`config.mk`:
```
export PLATFORM = sky130hd
export DESIGN_NAME = sliding_median_filter_1d_flat
export DESIGN_NICKNAME = d
export VERILOG_FILES = /design/src/hdl/smf_pkg.sv /design/src/hdl/smf_if.sv /design/src/hdl/smf_cell.sv /design/src/hdl/smf_chain.sv /design/src/hdl/sliding_median_filter_1d.sv /design/src/flat_wrapper.sv
export SDC_FILE = /design/constraint.sdc
export NUM_CORES = 2
export LEC_CHECK = 0
export ABC_AREA = 1
export BUFFER_PORTS_ARGS = -buffer_cell sky130_fd_sc_hd__buf_2
export CORE_ASPECT_RATIO = 1.25
export CORE_MARGIN = 2
export CORE_UTILIZATION = 35
export CTS_CLUSTER_SIZE = 40
export DETAILED_ROUTE_END_ITERATION = 7
export GPL_TIMING_DRIVEN = 0
export PLACE_DENSITY_LB_ADDON = 0.05
export SLEW_MARGIN = 15
export SYNTH_ARGS = -nofsm -noshare
export SYNTH_HDL_FRONTEND = slang
export SYNTH_SLANG_ARGS = --single-unit
export TNS_END_PERCENT = 10
```
`constraint.sdc`:
```
create_clock -name clk -period 8.9 [get_ports clk]
set_clock_uncertainty 0.2 [all_clocks]
set_input_delay 0.89 -clock clk [delete_from_list [all_inputs] [get_ports clk]]
set_output_delay 0.89 -clock clk [all_outputs]
set_load 0.1 [all_outputs]
```
`src/hdl/smf_pkg.sv`:
```
// Shared types and constants of the sliding median filter.
// Holds window geometry, payload structs, the control state type and the
// per-cycle operation that drives the chain of sorted cells. No dependencies.
`default_nettype none

package smf_pkg;

    // Window geometry; an even window still spans 2*HALF+1 samples
    localparam int WINDOW   = 17;
    localparam int HALF     = WINDOW / 2;
    localparam int SPAN     = 2 * HALF + 1;
    localparam int SAMPLE_W = 16;
    localparam int CNT_W    = $clog2(SPAN + 1);
    localparam int IDX_W    = $clog2(SPAN);
    localparam int CTR_W    = $clog2(HALF + 1);

    typedef logic signed [SAMPLE_W-1:0] sample_t;

    typedef struct packed {
        sample_t sample;
        logic    stream_last;
    } in_item_t;

    typedef struct packed {
        sample_t median;
        logic    run_last;
        logic    stream_end;
    } out_item_t;

    // Control state: normal streaming, or draining owed results after the last sample
    typedef enum logic [0:0] {
        ST_RUN   = 1'b0,
        ST_FLUSH = 1'b1
    } state_t;

    // What the chain does in each cycle
    typedef struct packed {
        logic    shift_en;  // shift the history taps by one
        logic    ins_en;    // insert ins_val into the sorted row
        logic    del_en;    // remove one copy of del_val from the sorted row
        sample_t ins_val;
        sample_t del_val;
    } chain_op_t;

endpackage : smf_pkg

`default_nettype wire

```
`src/hdl/smf_if.sv`:
```
// Valid/ready channel interfaces of the sliding median filter.
// Depends on smf_pkg for the input and result payload structs.
`default_nettype none

interface smf_in_if;
    logic              valid;
    logic              ready;
    smf_pkg::in_item_t payload;

    modport source (output valid, output payload, input ready);
    modport sink   (input valid, input payload, output ready);
endinterface : smf_in_if

interface smf_out_if;
    logic               valid;
    logic               ready;
    smf_pkg::out_item_t payload;

    modport source (output valid, output payload, input ready);
    modport sink   (input valid, input payload, output ready);
endinterface : smf_out_if

`default_nettype wire

```
`src/hdl/smf_cell.sv`:
```
// One slot of the sorted row plus one history tap.
// Depends on smf_pkg; neighbors exchange their values every cycle.
`default_nettype none

module smf_cell (
    input  wire logic               clk,
    input  wire smf_pkg::chain_op_t op,
    input  wire logic               valid_mid,  // slot holds a live entry after the delete
    input  wire logic               prev_lt,    // left neighbor's post-delete entry < ins_val
    input  wire smf_pkg::sample_t   prev_mid,   // left neighbor's post-delete entry
    input  wire smf_pkg::sample_t   next_sort,  // right neighbor's stored entry
    input  wire smf_pkg::sample_t   hist_in,    // history tap to the left
    output smf_pkg::sample_t        sort_val,
    output smf_pkg::sample_t        mid_val,
    output logic                    mid_lt,
    output smf_pkg::sample_t        hist_val
);

    smf_pkg::sample_t sort_reg;
    smf_pkg::sample_t sort_next;
    smf_pkg::sample_t hist_reg;
    smf_pkg::sample_t del_v;
    smf_pkg::sample_t ins_v;

    assign del_v = op.del_val;
    assign ins_v = op.ins_val;

    // Drop: slots at or above the evicted value take their right neighbor
    assign mid_val = (op.del_en && !(sort_reg < del_v)) ? next_sort : sort_reg;

    // Insert: smaller entries hold, the first slot not smaller takes the new value,
    // the rest move one slot to the right
    assign mid_lt = valid_mid && (mid_val < ins_v);

    always_comb
    begin
        if (!op.ins_en || mid_lt)
        begin
            sort_next = mid_val;
        end
        else if (prev_lt)
        begin
            sort_next = ins_v;
        end
        else
        begin
            sort_next = prev_mid;
        end
    end

    // Advance the sorted slot every cycle
    always_ff @(posedge clk)
    begin
        sort_reg <= sort_next;
    end

    // Shift the history tap on each accepted sample
    always_ff @(posedge clk)
    begin
        if (op.shift_en)
        begin
            hist_reg <= hist_in;
        end
    end

    assign sort_val = sort_reg;
    assign hist_val = hist_reg;

endmodule : smf_cell

`default_nettype wire

```
`src/hdl/smf_chain.sv`:
```
// Row of smf_cell instances: sorted window contents and the sample history.
// Depends on smf_pkg and smf_cell; selects the median and the evicted sample.
`default_nettype none

module smf_chain (
    input  wire logic                        clk,
    input  wire smf_pkg::chain_op_t          op,
    input  wire logic [smf_pkg::CNT_W-1:0]   cnt,        // live entries before this op
    input  wire logic [smf_pkg::IDX_W-1:0]   med_idx,
    input  wire logic [smf_pkg::IDX_W-1:0]   evict_idx,
    output smf_pkg::sample_t                 med_val,
    output smf_pkg::sample_t                 evict_val
);

    localparam int SPAN = smf_pkg::SPAN;
    localparam int CW   = smf_pkg::CNT_W;

    smf_pkg::sample_t sort_w [SPAN];
    smf_pkg::sample_t mid_w  [SPAN];
    smf_pkg::sample_t hist_w [SPAN];
    logic             lt_w   [SPAN];
    logic [CW-1:0]    cnt_mid;

    // Live entries left after the delete half of the op
    assign cnt_mid = cnt - CW'(op.del_en);

    for (genvar g = 0; g < SPAN; g++)
    begin : g_cell
        logic             valid_mid;
        logic             prev_lt;
        smf_pkg::sample_t prev_mid;
        smf_pkg::sample_t next_sort;
        smf_pkg::sample_t hist_in;

        assign valid_mid = (CW'(g) < cnt_mid);

        if (g == 0)
        begin : g_first
            assign prev_lt  = 1'b1;
            assign prev_mid = mid_w[g];
            assign hist_in  = op.ins_val;
        end
        else
        begin : g_inner
            assign prev_lt  = lt_w[g-1];
            assign prev_mid = mid_w[g-1];
            assign hist_in  = hist_w[g-1];
        end

        if (g == SPAN - 1)
        begin : g_last
            assign next_sort = sort_w[g];
        end
        else
        begin : g_body
            assign next_sort = sort_w[g+1];
        end

        smf_cell u_cell (
            .clk       (clk),
            .op        (op),
            .valid_mid (valid_mid),
            .prev_lt   (prev_lt),
            .prev_mid  (prev_mid),
            .next_sort (next_sort),
            .hist_in   (hist_in),
            .sort_val  (sort_w[g]),
            .mid_val   (mid_w[g]),
            .mid_lt    (lt_w[g]),
            .hist_val  (hist_w[g])
        );
    end

    // Pick the middle of the sorted row and the oldest live history entry
    assign med_val   = sort_w[med_idx];
    assign evict_val = hist_w[evict_idx];

endmodule : smf_chain

`default_nettype wire

```
`src/hdl/sliding_median_filter_1d.sv`:
```
// Running median filter over a stream of signed 16-bit samples.
// Takes a stream on samples (payload: sample, stream_last) and gives one
// median per sample on results (payload: median, run_last, stream_end).
// The window is centered and WINDOW wide, clipped at both stream ends; the
// upper median of the clipped set is given. Result i leaves once sample
// i+HALF has been taken; the first HALF samples of a stream give nothing.
// A sorted row of cells takes an insert and an evict in the same cycle, so the
// block takes one sample per clock while results are drained; a result is
// read from the updated row and then loaded into the result register. A sample
// marked stream_last is followed by HALF+1 results at most, one per clock
// while results are taken, with samples.ready low; the final one carries run_last and
// stream_end, and the block then starts a new stream.
// A stall on results holds the result register and, once a result is pending, the
// sample input; no transaction is lost. Reset empties the window and the
// result register; the row and history need no clearing.
// Depends on smf_pkg, smf_if, smf_cell and smf_chain.
`default_nettype none

module sliding_median_filter_1d (
    input  wire logic  clk,
    input  wire logic  rst_n,
    smf_in_if.sink     samples,
    smf_out_if.source  results
);

    localparam int SPAN = smf_pkg::SPAN;
    localparam int HALF = smf_pkg::HALF;
    localparam int CW   = smf_pkg::CNT_W;
    localparam int IW   = smf_pkg::IDX_W;
    localparam int TW   = smf_pkg::CTR_W;

    smf_pkg::state_t    state_reg;
    smf_pkg::state_t    state_next;
    logic [CW-1:0]      cnt_reg;
    logic [CW-1:0]      cnt_next;
    logic [TW-1:0]      ctr_reg;
    logic [TW-1:0]      ctr_next;
    logic               pend_reg;
    logic               pend_next;
    logic               out_valid_reg;
    smf_pkg::out_item_t out_item_reg;

    logic               run_mode;
    logic               flush_mode;
    logic               med_move;
    logic               in_ready;
    logic               accept;
    logic               is_last;
    logic               flush_step;
    logic               flush_done;
    logic               shrink;
    logic               full;
    logic [TW-1:0]      ctr_dec;
    logic [CW-1:0]      cnt_ins;
    logic [CW-1:0]      cnt_dec;
    logic [IW-1:0]      med_idx;
    logic [IW-1:0]      evict_idx;
    smf_pkg::sample_t   med_val;
    smf_pkg::sample_t   evict_val;
    smf_pkg::chain_op_t op;

    // Next state
    always_comb
    begin
        state_next = state_reg;
        unique case (state_reg)
            smf_pkg::ST_RUN:
            begin
                if (accept && is_last)
                begin
                    state_next = smf_pkg::ST_FLUSH;
                end
            end
            smf_pkg::ST_FLUSH:
            begin
                if (flush_done)
                begin
                    state_next = smf_pkg::ST_RUN;
                end
            end
            default:
            begin
                state_next = smf_pkg::ST_RUN;
            end
        endcase
    end

    // State outputs
    always_comb
    begin
        run_mode   = 1'b0;
        flush_mode = 1'b0;
        unique case (state_reg)
            smf_pkg::ST_RUN:   run_mode   = 1'b1;
            smf_pkg::ST_FLUSH: flush_mode = 1'b1;
            default:           run_mode   = 1'b0;
        endcase
    end

    // Handshake and step control
    assign med_move   = pend_reg && (!out_valid_reg || results.ready);
    assign in_ready   = run_mode && (!pend_reg || med_move);
    assign accept     = samples.valid && in_ready;
    assign is_last    = samples.payload.stream_last;
    assign flush_step = flush_mode && med_move && (ctr_reg != '0);
    assign flush_done = flush_mode && med_move && (ctr_reg == '0);
    assign ctr_dec    = ctr_reg - TW'(1);
    assign full       = (cnt_reg == CW'(SPAN));
    assign cnt_ins    = full ? cnt_reg : cnt_reg + CW'(1);
    assign cnt_dec    = cnt_reg - CW'(1);

    // Shrink the clipped window when the next center no longer reaches the oldest entry
    assign shrink = flush_step && ((CW'(ctr_dec) + CW'(HALF)) < cnt_dec);

    assign med_idx   = IW'(cnt_reg >> 1);
    assign evict_idx = (cnt_reg == '0) ? '0 : IW'(cnt_dec);

    // Chain operation for this cycle
    always_comb
    begin
        op.shift_en = accept;
        op.ins_en   = accept;
        op.del_en   = (accept && full) || shrink;
        op.ins_val  = samples.payload.sample;
        op.del_val  = evict_val;
    end

    smf_chain u_chain (
        .clk       (clk),
        .op        (op),
        .cnt       (cnt_reg),
        .med_idx   (med_idx),
        .evict_idx (evict_idx),
        .med_val   (med_val),
        .evict_val (evict_val)
    );

    // Next window count, owed-result counter and pending flag
    always_comb
    begin
        cnt_next  = cnt_reg;
        ctr_next  = ctr_reg;
        pend_next = pend_reg;
        if (accept)
        begin
            cnt_next  = cnt_ins;
            pend_next = is_last || (cnt_ins > CW'(HALF));
            if (is_last)
            begin
                ctr_next = (cnt_reg < CW'(HALF)) ? TW'(cnt_ins - CW'(1)) : TW'(HALF);
                if (full)
                begin
                    ctr_next = TW'(HALF);
                end
            end
        end
        else if (flush_done)
        begin
            cnt_next  = '0;
            pend_next = 1'b0;
        end
        else if (flush_step)
        begin
            ctr_next = ctr_dec;
            if (shrink)
            begin
                cnt_next = cnt_dec;
            end
        end
        else if (med_move)
        begin
            pend_next = 1'b0;
        end
    end

    // Hold control state
    always_ff @(posedge clk or negedge rst_n)
    begin
        if (!rst_n)
        begin
            state_reg <= smf_pkg::ST_RUN;
            cnt_reg   <= '0;
            ctr_reg   <= '0;
            pend_reg  <= 1'b0;
        end
        else
        begin
            state_reg <= state_next;
            cnt_reg   <= cnt_next;
            ctr_reg   <= ctr_next;
            pend_reg  <= pend_next;
        end
    end

    // Result register valid flag
    always_ff @(posedge clk or negedge rst_n)
    begin
        if (!rst_n)
        begin
            out_valid_reg <= 1'b0;
        end
        else if (med_move)
        begin
            out_valid_reg <= 1'b1;
        end
        else if (results.ready)
        begin
            out_valid_reg <= 1'b0;
        end
    end

    // Load the result payload
    always_ff @(posedge clk)
    begin
        if (med_move)
        begin
            out_item_reg.median     <= med_val;
            out_item_reg.run_last   <= !flush_mode || (ctr_reg == '0);
            out_item_reg.stream_end <= flush_mode && (ctr_reg == '0);
        end
    end

    assign samples.ready   = in_ready;
    assign results.valid   = out_valid_reg;
    assign results.payload = out_item_reg;

endmodule : sliding_median_filter_1d

`default_nettype wire
```
`src/flat_wrapper.sv`:
```
// flat-port wrapper written by rule: the top's interface ports become plain ports
module sliding_median_filter_1d_flat 
  (clk, rst_n, samples_valid, samples_payload, samples_ready, results_valid, results_payload, results_ready);
  smf_in_if samples_i ();
  smf_out_if results_i ();
  input  wire logic clk;
  input  wire logic rst_n;
  input wire logic [$bits(samples_i.valid)-1:0] samples_valid;
  input wire logic [$bits(samples_i.payload)-1:0] samples_payload;
  output wire logic [$bits(samples_i.ready)-1:0] samples_ready;
  output wire logic [$bits(results_i.valid)-1:0] results_valid;
  output wire logic [$bits(results_i.payload)-1:0] results_payload;
  input wire logic [$bits(results_i.ready)-1:0] results_ready;
  assign samples_i.valid = samples_valid;
  assign samples_i.payload = samples_payload;
  assign samples_ready = samples_i.ready;
  assign results_valid = results_i.valid;
  assign results_payload = results_i.payload;
  assign results_i.ready = results_ready;
  sliding_median_filter_1d u_core (.clk(clk), .rst_n(rst_n), .samples(samples_i), .results(results_i));
endmodule
```
==> implementation parameters <==
Parameter                              Value

Outcome
  Status ... finished clean

STA
  Time the final worst path needs with I/O delays and setup ... about 8.4 ns
  Least-Margin Pin Slew ... 1.36 ns
  Post-route setup TNS ... 0 ns
  Relative slew slack ... 0.0923
  Final setup violation count ... 0
  Fmax ... roughly 120 MHz
  Worst Setup Slack, final ... just over 0.5 ns
  Portion of the clock cycle consumed by the worst path in the final layout ... 0.942
  Final-report max-slew violation count ... 0
  Number of failing hold endpoints at the final stage ... 0

Yosys
  Cell type with the largest total area after synthesis ... edfxtp_1
  Sequential area share after synthesis ... 0.346
  Area share of and/or/nand/nor cells after synthesis ... 0.307
  Net count of the mapped netlist ... 6,244
  Adder and majority gate portion of the synthesized area ... 0.151
  Fraction of synthesized area in multiplexers ... 0.00400
  Cell count after synthesis ... between 5,000 and 6,000
  Count of flip-flops with a built-in enable after synthesis ... between 300 and 400
  Largest family of logic cells by synthesized area ... simple AND/OR/NAND/NOR gates
  Synthesized cell area ... roughly 42,000 µm²
  Dominant cells by area after synthesis ... edfxtp_1 (22%), nand2_1 (19%), ha_1 (15%)
  Async set or reset register ratio after synthesis ... 0.0209
  Area share of the leading cell type in the synthesized netlist ... 0.218
  Most frequently used flop master after synthesis ... edfxtp_1
  Syn. warnings ... 0
  Post-synthesis register bit count ... roughly 570
  Area fraction in compound gates after synthesis ... 0.129
  Mean area per synthesized cell ... between 7 and 8 µm²
  Number of library cell types mapped by synthesis ... 51
  XOR/XNOR share of the synthesized area ... 0.00228
  Most used standard cells in the synthesized netlist ... nand2_1 (2,117), ha_1 (508), a21oi_1 (386)
  Cell with the most instances after synthesis ... nand2_1

CTS
  TritonCTS clock tree ... yes
  Sinks on the clock net ... around 570
  Clock-pin slew on the worst setup and hold paths ... 0.06 ns
  Root Driver ... clkbuf_16
  Buffer depth of the longest clock path ... 3
  Worst-Skew Late Latency ... roughly 0.69 ns
  H-Tree Depth ... 3
  Number of buffers added by the clock tree synthesis step ... just over 70

Floorplan
  Horizontal die dimension ... 315 µm
  Placeable core region ... ~120,000 µm²
  FP Rows ... between 100 and 150
  Die ar. ... approximately 120,000 µm²
  Die Y ... ~390 µm
  IO Count ... 41
  Starting density of the core ... 0.352

Setup path
  Worst path buffer plus inverter count ... 11
  Category of the worst setup path capture point ... register
  Category of the critical setup timing path ... register to register
  Slowest cell on the critical path ... o21ai_0
  Critical path fanouts, max ... 13
  Delay contributed by the slowest stage of the critical path ... roughly 0.59 ns
  Req. time, crit path ... just over 9 ns
  Signal arrival time at the worst endpoint ... ~9 ns
  Kind of start point of the critical path ... register
  Critical path's most frequent cell ... nand2_1
  Kind of cell adding the most delay to the critical path ... buffers and inverters
  Reg-to-reg slack, setup ... 0.52 ns

Global route
  First-pass GRT wire length ... approximately 280 mm
  Number of global-route vias before repair ... about 40,000
  Antenna violations before repair ... 5
  Global routing met2 resource utilization ... 0.546
  Global route hottest layer ... met2
  Total routing resource utilization after global routing ... 0.314
  Pin count of the biggest net entering global routing ... roughly 110
  Met3 routing resource usage after global routing ... 0.0431
  Congestion Overflow GR ... 0
  Routing usage on met1 ... 0.366

Final layout
  Filler cells ... around 13,000
  Final net count ... roughly 6,400
  Signed area change from the synthesized netlist to the final layout ... 13.8%
  Fraction of final layout cells with drive strength greater than 1 ... 0.0902

Pwr
  Worst ir drop on vdd ... 0.000106 V
  Leak Pwr ... around 23 nW
  Power per cell area ... ~130 nW/µm²

Place
  Pre-CTS setup slack ... -2.51 ns
  DPL Wire Length ... between 150 and 200 mm
  Input/output buffers ... 40
  Final weighted congestion in routability-driven placement ... 0.951

Route
  Wire length reported by the detailed router ... approximately 200 mm
  Remaining DRCs ... 0
  Via density ... around 5.5
  Drt wl/cell ... about 26 µm
  DRT iter0 DRCs ... 3,739
  Total number of vias ... between 40,000 and 50,000
  Initial DRT Pass Iterations ... 6
  Number of nets still failing antenna checks after routing ... 0

Worst hold path
  Path type of the worst min-delay path ... input port to register

Run
  Max Cap Violations ... 0
-- path summary, 6_finish.rpt --
kind	start	end	cells past startpoint
worst min register to register	u_core.u_chain.g_cell[9].u_cell.hist_val[6]	u_core.u_chain.g_cell[10].u_cell.hist_val[6]	0
min in group asynchronous	rst_n	u_core.results.valid	2
worst max register to register	u_core.cnt_reg[1]	u_core.u_chain.g_cell[4].u_cell.sort_val[13]	36
worst min-delay path	samples_payload[7]	u_core.u_chain.g_cell[0].u_cell.hist_val[6]	1
max in group asynchronous	rst_n	u_core.cnt_reg[1]	2
worst max-delay path	u_core.cnt_reg[1]	u_core.u_chain.g_cell[4].u_cell.sort_val[13]	36
-- where the power goes --
group	internal (W)	leakage [nW]	switching (W)	total, W
registers	0.00276	5.04	0	0.00276
logic	0.0000814	16.6	0.000235	0.000317
clock network	0.00172	1.14	0.00131	0.00303
-- placed cells by master (no fill, tap or decap), types with 9 or more instances in the layout --
cell type | netlist | layout
a211oi_1 | 46 | 46
a21oi_1 | 386 | 378
a31oi_1 | 15 | 14
a32o_1 | 9 | 9
a32oi_1 | 21 | 18
buf_1 | 31 | 17
buf_12 | 0 | 12
buf_16 | 0 | 19
buf_2 | 41 | 90
buf_4 | 14 | 21
buf_6 | 13 | 23
clkbuf_1 | 185 | 145
clkbuf_16 | 0 | 72
clkbuf_2 | 0 | 56
clkinv_1 | 8 | 15
clkinv_2 | 0 | 13
dfrtp_1 | 12 | 10
dfxtp_1 | 256 | 256
edfxtp_1 | 306 | 306
ha_1 | 508 | 508
inv_1 | 310 | 293
inv_2 | 21 | 36
mux2_2 | 15 | 15
nand2_1 | 2117 | 2107
nand2_2 | 25 | 28
nand2_4 | 18 | 25
nand3_1 | 190 | 189
nand3_2 | 21 | 22
nand3_4 | 16 | 16
nand4_1 | 297 | 297
nor2_1 | 305 | 304
nor3_1 | 20 | 20
o211ai_1 | 33 | 33
o21ai_0 | 345 | 324
o21ai_1 | 20 | 38
o221a_2 | 15 | 15
o221ai_1 | 15 | 15
-- per-stage QoR --
| stage | cell area, µm² | hold WS, ns | instances | util | total power [W] |
|---|---|---|---|---|---|
| 5_1_grt | 48000 | 0.189 | 7516 | 0.401 | 0.00627 |
| 6_report | 48000 | 0.189 | 7518 | 0.401 | 0.00610 |
| 4_1_cts | 47900 | 0.145 | 7516 | 0.400 | 0.00616 |
| 3_5_place_dp | 45400 | 0.230 | 7379 | 0.379 | 0.00313 |
| 3_3_place_gp | 44400 | 0.229 | 7339 | 0.371 | 0.00310 |
| 2_1_floorplan | 42200 | 0.221 | 5715 | - | 0.00297 |
-- routing by layer --
metal	up-vias	wire length, µm	part of all wire
met3	499	10300	0.052
met4	4	13200	0.067
met5	-	21	0.00011
met2	1357	94900	0.48
met1	19700	78400	0.40
li1	20000	-	-
-- cell families (layout without fill, tap and decap cells) --
kind of cell,after synthesis,in the layout
and+or+nand+nor,3023,3023
AOI/OAI and AO/OA,957,957
buffers and inverters,627,844
DFF,574,574
adders and majority gates,508,508
muxes,15,15
xor gates and xnor gates,11,11
other,0,2
-- worst reg2reg max path, delay by kind of cell, from the launching register on --
family                   cells  cell delay, ns
AO/OA/AOI/OAI                7            1.83
flip-flops                   1            0.50
buffers and inverters       11            2.50
AND/OR/NAND/NOR             15            2.11
adder cells (fa/ha/maj)      3            1.13
-- timing repair --
| item | CTS | global route |
|---|---|---|
| endpoints found under the setup margin | 288 | 272 |
| gates cloned | 0 | 0 |
| hold buffers | 1 | 0 |
| resized for setup | 79 | 108 |
| pin swaps | 3 | 0 |
| endpoints found under the hold margin | 12 | 0 |
| buffers inserted | 6 | 0 |
-- final cells by class --
type / instances / area (µm²) / area share
multi-input cells: 4514 / 25300 / 0.526
flip-flops and latches: 574 / 14600 / 0.304
well taps: 1584 / 1980 / 0.0412
clock buffers: 94 / 1880 / 0.0392
plain buffers: 284 / 1400 / 0.0291
inverters: 343 / 1300 / 0.0271
repair buffers: 87 / 1120 / 0.0234
clock inverters: 36 / 458 / 0.00953
diodes: 2 / 5.00 / 0.000104
No activity file was read; power rests on OpenSTA's default activity.
